$ cat config.mk
export PLATFORM = sky130hd
export DESIGN_NAME = cascadable_timer_bank
export DESIGN_NICKNAME = d
export VERILOG_FILES = /design/src/rtl/ctbk_pkg.sv /design/src/rtl/ctbk_prescaler.sv /design/src/rtl/ctbk_cell.sv /design/src/rtl/cascadable_timer_bank.sv
export SDC_FILE = /design/constraint.sdc
export NUM_CORES = 1
export LEC_CHECK = 0
export BUFFER_PORTS_ARGS = -buffer_cell sky130_fd_sc_hd__buf_2
export CAP_MARGIN = 10
export CELL_PAD_IN_SITES_DETAIL_PLACEMENT = 1
export CELL_PAD_IN_SITES_GLOBAL_PLACEMENT = 1
export CORE_MARGIN = 2
export CORE_UTILIZATION = 34
export CTS_CLUSTER_DIAMETER = 50
export DETAILED_ROUTE_END_ITERATION = 12
export PLACE_DENSITY = 0.59
export SETUP_SLACK_MARGIN = 0.15
export SLEW_MARGIN = 20
export SYNTH_ARGS = -nofsm -noshare
export SYNTH_HDL_FRONTEND = slang
export SYNTH_SLANG_ARGS = --single-unit
export TNS_END_PERCENT = 5
$ cat constraint.sdc
create_clock -name clk -period 4.6 [get_ports clk]
set_input_delay 0.92 -clock clk [delete_from_list [all_inputs] [get_ports clk]]
set_output_delay 0.92 -clock clk [all_outputs]
set_load 0.02 [all_outputs]
$ cat src/rtl/ctbk_pkg.sv
// Shared types, codes and constants of the cascadable timer bank.
package ctbk_pkg;

    localparam int NUM_TIMERS_DEFAULT  = 4;
    localparam int COUNT_WIDTH_DEFAULT = 16;

    localparam int PRESCALE_WIDTH = 10;
    localparam int NUM_PRESCALE   = 4;
    localparam int IRQ_WIDTH      = 4;
    localparam int DATA_WIDTH     = 16;
    localparam int CTL_WIDTH      = 8;

    // Control byte bit positions.
    localparam int CTL_COUNT_UP_BIT = 2;
    localparam int CTL_IRQ_BIT      = 6;
    localparam int CTL_ENABLE_BIT   = 7;

    typedef enum logic [1:0] {
        OP_TICK  = 2'd0,
        OP_READ  = 2'd1,
        OP_WRITE = 2'd2
    } op_t;

    typedef enum logic {
        REG_COUNT   = 1'b0,
        REG_CONTROL = 1'b1
    } reg_sel_t;

    // One tick of time as seen by every cell.
    typedef struct packed {
        logic                    tick;
        logic [NUM_PRESCALE-1:0] strobe;
    } ctbk_tick_t;

    // A register write as seen by one cell.
    typedef struct packed {
        logic                  wr_en;
        logic                  reg_sel;
        logic [1:0]            byte_enable;
        logic [DATA_WIDTH-1:0] write_data;
    } ctbk_bus_t;

    // Mask of the prescale time bits that must be zero for a count.
    function automatic logic [PRESCALE_WIDTH-1:0] prescale_mask(input logic [1:0] sel);
        logic [PRESCALE_WIDTH-1:0] mask;
        case (sel)
            2'd0:    mask = 10'h000;
            2'd1:    mask = 10'h03F;
            2'd2:    mask = 10'h0FF;
            default: mask = 10'h3FF;
        endcase
        return mask;
    endfunction

endpackage

$ cat src/rtl/ctbk_prescaler.sv
// Prescale time, advanced on each tick, and the four divider strobes it produces.
module ctbk_prescaler
(
    input  logic                  clk,
    input  logic                  rst_n,
    input  logic                  tick_en,
    output ctbk_pkg::ctbk_tick_t  tick_info
);

    logic [ctbk_pkg::PRESCALE_WIDTH-1:0] time_reg;
    logic [ctbk_pkg::PRESCALE_WIDTH-1:0] time_next;

    // The strobes look at the time after this tick's increment.
    assign time_next = time_reg + ctbk_pkg::PRESCALE_WIDTH'(1);

    always_comb
    begin
        tick_info.tick = tick_en;
        for (int k = 0; k < ctbk_pkg::NUM_PRESCALE; k++)
        begin
            tick_info.strobe[k] = ((time_next & ctbk_pkg::prescale_mask(2'(k))) == '0);
        end
    end

    always_ff @(posedge clk or negedge rst_n)
    begin
        if (!rst_n)
        begin
            time_reg <= '0;
        end
        else if (tick_en)
        begin
            time_reg <= time_next;
        end
    end

endmodule

$ cat src/rtl/ctbk_cell.sv
// One timer cell: counter, reload value and control byte, with carry to the next cell.
module ctbk_cell
#(
    parameter int COUNT_WIDTH = ctbk_pkg::COUNT_WIDTH_DEFAULT,
    parameter bit FIRST       = 1'b0
)
(
    input  logic                              clk,
    input  logic                              rst_n,
    input  ctbk_pkg::ctbk_tick_t              tick_info,
    input  ctbk_pkg::ctbk_bus_t               bus,
    input  logic                              carry_in,
    output logic                              carry_out,
    output logic                              irq,
    output logic [COUNT_WIDTH-1:0]            count,
    output logic [ctbk_pkg::CTL_WIDTH-1:0]    control
);

    localparam int WW = (COUNT_WIDTH > ctbk_pkg::DATA_WIDTH) ? COUNT_WIDTH
                                                             : ctbk_pkg::DATA_WIDTH;

    logic [COUNT_WIDTH-1:0]         count_reg;
    logic [COUNT_WIDTH-1:0]         count_next;
    logic [COUNT_WIDTH-1:0]         reload_reg;
    logic [COUNT_WIDTH-1:0]         reload_next;
    logic [ctbk_pkg::CTL_WIDTH-1:0] control_reg;
    logic [ctbk_pkg::CTL_WIDTH-1:0] control_next;
    logic [WW-1:0]                  reload_merge;
    logic                           inc;
    logic                           ovf;
    logic                           ctl_wr;
    logic                           rld_wr;

    assign ctl_wr = bus.wr_en && (bus.reg_sel == ctbk_pkg::REG_CONTROL) && bus.byte_enable[0];
    assign rld_wr = bus.wr_en && (bus.reg_sel == ctbk_pkg::REG_COUNT);

    always_comb
    begin
        if (!control_reg[ctbk_pkg::CTL_ENABLE_BIT])
        begin
            inc = 1'b0;
        end
        else if (!FIRST && control_reg[ctbk_pkg::CTL_COUNT_UP_BIT])
        begin
            inc = carry_in;
        end
        else
        begin
            inc = tick_info.strobe[control_reg[1:0]];
        end
        inc = inc && tick_info.tick;
        ovf = inc && (count_reg == '1);

        reload_merge = WW'(reload_reg);
        if (bus.byte_enable[0])
        begin
            reload_merge[7:0] = bus.write_data[7:0];
        end
        if (bus.byte_enable[1])
        begin
            reload_merge[15:8] = bus.write_data[15:8];
        end

        count_next   = count_reg;
        reload_next  = reload_reg;
        control_next = control_reg;
        if (inc)
        begin
            count_next = ovf ? reload_reg : count_reg + COUNT_WIDTH'(1);
        end
        if (rld_wr)
        begin
            reload_next = reload_merge[COUNT_WIDTH-1:0];
        end
        if (ctl_wr)
        begin
            control_next = bus.write_data[ctbk_pkg::CTL_WIDTH-1:0];
            // A rising enable restarts the counter from its reload value.
            if (!control_reg[ctbk_pkg::CTL_ENABLE_BIT]
                && bus.write_data[ctbk_pkg::CTL_ENABLE_BIT])
            begin
                count_next = reload_reg;
            end
        end
    end

    always_ff @(posedge clk or negedge rst_n)
    begin
        if (!rst_n)
        begin
            count_reg   <= '0;
            reload_reg  <= '0;
            control_reg <= '0;
        end
        else
        begin
            count_reg   <= count_next;
            reload_reg  <= reload_next;
            control_reg <= control_next;
        end
    end

    assign carry_out = ovf;
    assign irq       = ovf && control_reg[ctbk_pkg::CTL_IRQ_BIT];
    assign count     = count_reg;
    assign control   = control_reg;

endmodule

$ cat src/rtl/cascadable_timer_bank.sv
// Top level of the cascadable timer bank: cell chain, prescaler and result buffer.
//
//   channel   direction  handshake                    payload
//   item      in         item_valid / item_ready      op, timer_sel, reg_sel, byte_enable,
//                                                     write_data
//   result    out        result_valid / result_ready  read_data, irq_pulses
//
// One item is accepted per clock while item_ready is high; its result is registered in the
// output register, or in the skid register while the output is stalled.
// The overflow carry ripples combinationally through the cell chain.
// A second result register (skid) catches one beat while the output is stalled;
// item_ready drops only while that skid register is full.
// Reset clears all counters, reload values, control bytes and the prescale time.
module cascadable_timer_bank
#(
    parameter int NUM_TIMERS  = ctbk_pkg::NUM_TIMERS_DEFAULT,
    parameter int COUNT_WIDTH = ctbk_pkg::COUNT_WIDTH_DEFAULT
)
(
    input  logic                              clk,
    input  logic                              rst_n,
    input  logic                              item_valid,
    output logic                              item_ready,
    input  logic [1:0]                        op,
    input  logic [1:0]                        timer_sel,
    input  logic                              reg_sel,
    input  logic [1:0]                        byte_enable,
    input  logic [ctbk_pkg::DATA_WIDTH-1:0]   write_data,
    output logic                              result_valid,
    input  logic                              result_ready,
    output logic [ctbk_pkg::DATA_WIDTH-1:0]   read_data,
    output logic [ctbk_pkg::IRQ_WIDTH-1:0]    irq_pulses
);

    logic                             accept;
    logic                             is_tick;
    logic                             is_read;
    logic                             is_write;
    ctbk_pkg::ctbk_tick_t             tick_info;
    ctbk_pkg::ctbk_bus_t              bus   [NUM_TIMERS];
    logic [NUM_TIMERS:0]              carry;
    logic [NUM_TIMERS-1:0]            irq_vec;
    logic [COUNT_WIDTH-1:0]           count_vec   [NUM_TIMERS];
    logic [ctbk_pkg::CTL_WIDTH-1:0]   control_vec [NUM_TIMERS];
    logic [ctbk_pkg::DATA_WIDTH-1:0]  rd_value;
    logic [ctbk_pkg::IRQ_WIDTH-1:0]   irq_value;

    // Output register and skid register of the result channel.
    logic                             out_valid_reg;
    logic [ctbk_pkg::DATA_WIDTH-1:0]  out_data_reg;
    logic [ctbk_pkg::IRQ_WIDTH-1:0]   out_irq_reg;
    logic                             skid_valid_reg;
    logic [ctbk_pkg::DATA_WIDTH-1:0]  skid_data_reg;
    logic [ctbk_pkg::IRQ_WIDTH-1:0]   skid_irq_reg;
    logic                             out_free;

    assign item_ready = !skid_valid_reg;
    assign accept     = item_valid && item_ready;
    assign is_tick    = accept && (op == ctbk_pkg::OP_TICK);
    assign is_read    = (op == ctbk_pkg::OP_READ);
    assign is_write   = accept && (op == ctbk_pkg::OP_WRITE);

    ctbk_prescaler u_prescaler
    (
        .clk       (clk),
        .rst_n     (rst_n),
        .tick_en   (is_tick),
        .tick_info (tick_info)
    );

    // Timer zero has no cascade input.
    assign carry[0] = 1'b0;

    for (genvar i = 0; i < NUM_TIMERS; i++)
    begin : g_cell
        always_comb
        begin
            bus[i].wr_en       = is_write && (int'(timer_sel) == i);
            bus[i].reg_sel     = reg_sel;
            bus[i].byte_enable = byte_enable;
            bus[i].write_data  = write_data;
        end

        ctbk_cell
        #(
            .COUNT_WIDTH (COUNT_WIDTH),
            .FIRST       (i == 0)
        )
        u_cell
        (
            .clk       (clk),
            .rst_n     (rst_n),
            .tick_info (tick_info),
            .bus       (bus[i]),
            .carry_in  (carry[i]),
            .carry_out (carry[i+1]),
            .irq       (irq_vec[i]),
            .count     (count_vec[i]),
            .control   (control_vec[i])
        );
    end

    // Read mux: a timer that does not exist reads as zero, and so does every non-read.
    always_comb
    begin
        rd_value = '0;
        for (int i = 0; i < NUM_TIMERS; i++)
        begin
            if (is_read && (int'(timer_sel) == i))
            begin
                if (reg_sel == ctbk_pkg::REG_CONTROL)
                begin
                    rd_value = ctbk_pkg::DATA_WIDTH'(control_vec[i]);
                end
                else
                begin
                    rd_value = ctbk_pkg::DATA_WIDTH'(count_vec[i]);
                end
            end
        end
        // Only the first four timers have an irq bit; the cells gate on tick already.
        irq_value = ctbk_pkg::IRQ_WIDTH'(irq_vec);
    end

    assign out_free = !out_valid_reg || result_ready;

    always_ff @(posedge clk or negedge rst_n)
    begin
        if (!rst_n)
        begin
            out_valid_reg  <= 1'b0;
            skid_valid_reg <= 1'b0;
        end
        else if (out_free)
        begin
            out_valid_reg  <= skid_valid_reg || accept;
            skid_valid_reg <= 1'b0;
        end
        else if (accept)
        begin
            skid_valid_reg <= 1'b1;
        end
    end

    always_ff @(posedge clk)
    begin
        if (out_free)
        begin
            if (skid_valid_reg)
            begin
                out_data_reg <= skid_data_reg;
                out_irq_reg  <= skid_irq_reg;
            end
            else if (accept)
            begin
                out_data_reg <= rd_value;
                out_irq_reg  <= irq_value;
            end
        end
        else if (accept)
        begin
            skid_data_reg <= rd_value;
            skid_irq_reg  <= irq_value;
        end
    end

    assign result_valid = out_valid_reg;
    assign read_data    = out_data_reg;
    assign irq_pulses   = out_irq_reg;

endmodule

==> flow_summary.toml, run 1 <==
[outcome]
status = "completed"

[worst_hold_path]
hold_path.class = "input pin to async pin"

[routing]
routed_wl_microns = 32800
drc_errors = 0
vias = 8047
drt_first_pass_iters = 4
wl_per_cell_microns = 22.7
ant_nets = 0
drt-initial-drc-count = 453
viasPerCell = 5.58

[timing]
fin_worst_skew_ps = 13.6
fin_crit_ps = 3970
setup_tns_ps = 0
period_share_pct = 86.4
rsz0062_at_grt = "no"
slew_headroom_pct = 41.2
drv_slew = 0
finalHoldViolations = 0
max_freq_ghz = 0.252
tightest_slew_ps = 880
setup_viol = 0

[clock_tree]
clock_latency_ps = 550
hold_buffers = 0
clk_path_buf_depth = 3
cts_root_buffer = "clkbuf_16"
clock_sinks = 212
postCtsSetupRepairBufs = 0
cts_resized = 0
cts_tree = "built"
htree_num_levels = 1
clk_pin_slew_ps = 60
numCtsBuffers = 31

[yosys]
seq_area_frac_synth_pct = 51.6
ys_top_cells_by_area = "dfrtp_1 (40%), mux2_2 (12%), edfxtp_1 (11%)"
synth_warnings = 0
synth_nets = 992
synth_edf_count = 40
syn_inst = 959
ys_types = 71
ys.flop_type = "dfrtp_1"
yosysTopAreaCell = "dfrtp_1"
ys_seq_elements = 212
async_reset_ff_share_pct = 81.1
synth_area_sq_mm = 0.0107
synth_top_area_share_pct = 40.3
syn_avg_cell_area_sq_um = 11.1

[worst_setup_path]
critPathKind = "register to register"
critPathArrivalTime_ps = 4380
end_kind = "register"
reg2reg_slack_ps = 630
critical-path-max-stage-delay_ps = 570
cpMaxStageDelayCell = "a221oi_1"
start_kind = "register"
worstPathCellList = "ha_1 > nor4b_1 > a41o_1 > o311ai_1 > a221oi_1 > a22oi_4 > or3b_1 > a21oi_4 > a21o_1 > a22oi_1"
cp_max_fo = 13
cp.required_ps = 5010

[global_routing]
grt_usage_pct = 20.2
antenna_found_initial = 5
overflow = 0
grt_max_degree = 75
grt_pass1_vias = 8412
grt_pass1_wl_microns = 51200

[floorplan]
coreArea_sq_mm = 0.0307
die_area_sq_mm = 0.0328
die_h_microns = 181
num_rows = 64
start_util_pct = 34.7
io-pin-count = 49
die_x_microns = 181

[run]
drv_cap = 0

[finish]
multi_input_area_sq_mm = 0.00493
finalNonFillerCells = 1442
nFillCells = 3348
area_delta_synth_final_pct = 17.2
drive_above_1_share_pct = 25.0
ff_latch_area_sq_mm = 0.00551
fin_util_pct = 40.7
layout.nets = 1054
design_area_sq_mm = 0.0125

[place]
dp_hpwl_microns = 23700
placedCellCount = 1384
port_buffers = 48
post_dp_cell_area_sq_mm = 0.0114
place_congestion = 0.841

[pwr]
power_frac_comb_pct = 10.9
p_clk_share_pct = 45.4
seqPwrFrac_pct = 43.7
fin_total_pwr_mw = 5.34
ir_drop_mv = 0.293
power_density_mw_per_mm2 = 427
power_leakage_nw = 5.56
switching_share_pct = 26.9
p_sw_mw = 1.44
intPower_mw = 3.90
-- synthesized netlist by cell type, types with 4 or more instances --
master	count
a211oi_1	10
a21o_1	5
a21oi_1	42
a221o_1	8
a22o_1	6
and2_1	16
and3_1	24
and3b_1	6
buf_1	4
buf_2	7
clkbuf_1	31
dfrtp_1	172
edfxtp_1	40
ha_1	6
inv_1	11
mux2_2	109
mux2i_1	34
mux4_2	8
nand2_1	95
nand2b_1	9
nand3_1	45
nand4_1	17
nor2_1	73
nor2b_1	4
nor3_1	12
o21a_1	4
o21ai_0	42
o22ai_1	16
xnor2_1	15
xor2_1	22
-- through the flow --
stage,hold WS (ps),worst slack (ps)
2_1_floorplan,444,1060
3_3_place_gp,458,671
3_5_place_dp,472,586
4_1_cts,434,572
5_1_grt,441,288
6_report,391,626
-- layer usage --
layer  vias up  share of wire [%]  GRT usage, %
met5         -                  0             0
met4         0                2.0          4.49
met3        42                3.2          2.42
met2       148                 47          33.2
met1      4191                 48          28.6
li1       3666                  -             -
-- power groups by stage --
| stage | Clock [mW] | Combinational [mW] | Sequential [mW] |
|---|---|---|---|
| finish | 2.42 | 0.579 | 2.33 |
| global placement | 0 | 0.571 | 2.36 |
| CTS | 2.48 | 0.588 | 2.33 |
| floorplan | 0 | 0.423 | 2.29 |
| detailed placement | 0 | 0.585 | 2.36 |
| global route | 2.57 | 0.640 | 2.37 |
-- logic make-up after synthesis --
| kind of cell | synth area share, % |
|---|---|
| AND/OR/NAND/NOR | 14.6 |
| buffers and inverters | 2.23 |
| multiplexers | 16.4 |
| XOR/XNOR | 3.04 |
| adder cells (fa/ha/maj) | 0.704 |
| AO/OA/AOI/OAI | 11.4 |
| flip-flops | 51.6 |
-- final cells by class --
type                            instances  area share, %
Antenna cell                            1         0.0200
Clock buffer                           35           6.56
Clock inverter                         22           1.97
Inverter                               12          0.360
Multi-Input combinational cell        690           39.5
Sequential cell                       212           44.0
Tap cell                              396           3.96
Timing Repair Buffer                   74           3.63
-- path summary, 6_finish.rpt --
kind | to | cells after the start | from
min in group clk | g_cell[1].u_cell.count[10]$_DFF_PN0_ | 2 | g_cell[1].u_cell.reload_reg[10]$_DFFE_PN0P_
worst max register to register | g_cell[3].u_cell.count[1]$_DFF_PN0_ | 10 | u_prescaler.time_reg[0]$_DFFE_PN0P_
worst min register to register | g_cell[1].u_cell.count[10]$_DFF_PN0_ | 2 | g_cell[1].u_cell.reload_reg[10]$_DFFE_PN0P_
max in group asynchronous | g_cell[3].u_cell.count[11]$_DFF_PN0_ | 2 | rst_n
worst min-delay path | g_cell[2].u_cell.reload_reg[2]$_DFFE_PN0P_ | 1 | rst_n
worst max-delay path | g_cell[3].u_cell.count[1]$_DFF_PN0_ | 10 | u_prescaler.time_reg[0]$_DFFE_PN0P_
-- cell usage in the layout, fill, tap and decap left out, drive strengths merged, types with 9 or more instances in the layout --
| cell type | instances |
|---|---|
| nor3 | 12 |
| and2 | 16 |
| xnor2 | 15 |
| dfrtp | 172 |
| nand2 | 95 |
| o22ai | 16 |
| clkinv | 10 |
| nand3 | 45 |
| o21ai | 44 |
| edfxtp | 40 |
| nand4 | 17 |
| xor2 | 22 |
| a21oi | 43 |
| mux2i | 34 |
| and3 | 24 |
| nand2b | 9 |
| a211oi | 10 |
| mux2 | 109 |
| buf | 74 |
| nor2 | 73 |
| clkbuf | 35 |
| inv | 16 |
-- critical path: cells and delay by family, from the launching register on --
kind,cells,cell delay (ps)
AO/OA/AOI/OAI,7,2180
AND/OR/NAND/NOR,2,860
flip-flops,1,460
adder cells (fa/ha/maj),1,340
Power figures use the tool's default switching activity.
==> run 2: changes to the inputs <==
CELL_PAD_IN_SITES_GLOBAL_PLACEMENT = 2   (was 1)
PLACE_DENSITY = 0.68   (was 0.59)
==> run 2 against run 1 <==
Largest power group unchanged. Fmax shrank 0.55%. Clock skew up 7.2 ps. Non-clock buffer count is 3 lower. Setup slack lost 22 ps.
==> flow_summary.toml, run 2 (same netlist as run 1, synthesis figures left out) <==
[outcome]
status = "completed"

[pwr]
p_sw_mw = 1.45
power_density_mw_per_mm2 = 428
p_clk_share_pct = 45.3
power_leakage_nw = 5.52
ir_drop_mv = 0.262
intPower_mw = 3.87
switching_share_pct = 27.2
power_frac_comb_pct = 10.9
seqPwrFrac_pct = 43.8

[clock_tree]
clk_path_buf_depth = 3
clock_sinks = 212
clk_pin_slew_ps = 60
htree_num_levels = 1
numCtsBuffers = 30
clock_latency_ps = 560
cts_resized = 0
cts_tree = "built"
postCtsSetupRepairBufs = 0
hold_buffers = 0
cts_root_buffer = "clkbuf_16"

[worst_setup_path]
reg2reg_slack_ps = 600
cp_max_fo = 13
start_kind = "register"
startpoint = "u_prescaler.time_reg[0]$_DFFE_PN0P_"
r2r.worst_path.cells = 10
end_kind = "register"
r2r_end = "g_cell[3].u_cell.count[13]$_DFF_PN0_"
critPathArrivalTime_ps = 4480
r2r-start = "u_prescaler.time_reg[0]$_DFFE_PN0P_"
cp.required_ps = 5080
critPathKind = "register to register"
cp-endpoint = "g_cell[3].u_cell.count[13]$_DFF_PN0_"

[global_routing]
antenna_found_initial = 2
grt_pass1_wl_microns = 51100
overflow = 0
grt_usage_pct = 20.2
grt_max_degree = 72
grt_pass1_vias = 8323

[floorplan]
start_util_pct = 34.7
coreArea_sq_mm = 0.0307
die_area_sq_mm = 0.0328
io-pin-count = 49
num_rows = 64
die_x_microns = 181
die_h_microns = 181

[timing]
drv_slew = 0
finalHoldViolations = 0
period_share_pct = 86.9
rsz0062_at_grt = "no"
max_freq_ghz = 0.250
setup_tns_ps = 0
setup_viol = 0
slew_headroom_pct = 34.9
fin_crit_ps = 4000
tightest_slew_ps = 973
fin_worst_skew_ps = 20.8

[routing]
routed_wl_microns = 32800
drt_first_pass_iters = 4
viasPerCell = 5.50
vias = 7910
drc_errors = 0
ant_nets = 0
drt-initial-drc-count = 459
wl_per_cell_microns = 22.8

[finish]
mostFrequentLayoutCell = "dfrtp_1"
layout.nets = 1050
area_delta_synth_final_pct = 16.7
fin_util_pct = 40.5
nFillCells = 3381
diodes = 0
drive_above_1_share_pct = 24.3
final_cell_mix = "dfrtp_1 (172), mux2_2 (109), nand2_1 (95), nor2_1 (73), buf_2 (47)"

[place]
place_congestion = 0.815
port_buffers = 48
dp_hpwl_microns = 23900

[run]
drv_cap = 0

[worst_hold_path]
hold_path.class = "input pin to async pin"
-- run 2: area by class of cell --
class,instances,area (sq um),share of cell area [%]
clock inverter,20,244,1.96
clock buffer,36,805,6.46
sequential,212,5510,44.2
multi-input combinational,690,4930,39.6
inverter,12,45.0,0.362
timing repair buffer,71,419,3.37
tap,396,495,3.98
-- run 2: power groups by stage --
stage	Clock [mW]	Sequential, mW	Combinational (mW)
after detailed placement	0	2.37	0.586
final	2.41	2.33	0.579
after CTS	2.46	2.33	0.590
after global routing	2.55	2.36	0.643
after global placement	0	2.36	0.574
after floorplan	0	2.29	0.423
-- run 2: worst min path at each step --
| stage | start | to | slack [ps] | cells after the start |
|---|---|---|---|---|
| floorplan | g_cell[1].u_cell.reload_reg[2]$_DFFE_PN0P_ | g_cell[1].u_cell.count[2]$_DFF_PN0_ | 440 | 2 |
| global placement | g_cell[2].u_cell.reload_reg[6]$_DFFE_PN0P_ | g_cell[2].u_cell.count[6]$_DFF_PN0_ | 460 | 2 |
| detailed placement | g_cell[2].u_cell.reload_reg[2]$_DFFE_PN0P_ | g_cell[2].u_cell.count[2]$_DFF_PN0_ | 470 | 2 |
| CTS | rst_n | g_cell[2].u_cell.reload_reg[0]$_DFFE_PN0P_ | 400 | 1 |
| global route | rst_n | g_cell[2].u_cell.reload_reg[0]$_DFFE_PN0P_ | 410 | 1 |
| finish | rst_n | g_cell[2].u_cell.reload_reg[0]$_DFFE_PN0P_ | 370 | 1 |
-- run 2: critical path, stage by stage (launching register included) --
cell,delay [ps]
dfrtp_1,450
ha_1,330
nor4b_1,330
a41o_1,180
o311ai_1,250
a221oi_1,560
a22oi_4,140
or3b_1,550
a21oi_4,380
a21o_1,510
a221o_1,250
-- run 2: per-layer routing --
| layer | routed length (microns) | track usage [%] |
|---|---|---|
| met5 | 0 | 0 |
| met4 | 664 | 4.98 |
| met3 | 1170 | 2.72 |
| met2 | 15100 | 33.0 |
| met1 | 15800 | 28.5 |
-- run 2: metrics by stage --
step | worst slack, ps | area, sq um | hold WS [ps] | power, mW | instances
floorplan | 1060 | 10700 | 444 | 2.71 | 959
global placement | 634 | 11400 | 457 | 2.93 | 1381
detailed placement | 525 | 11400 | 467 | 2.95 | 1381
CTS | 525 | 12400 | 397 | 5.38 | 1437
global route | 259 | 12400 | 408 | 5.55 | 1437
finish | 604 | 12400 | 374 | 5.32 | 1437
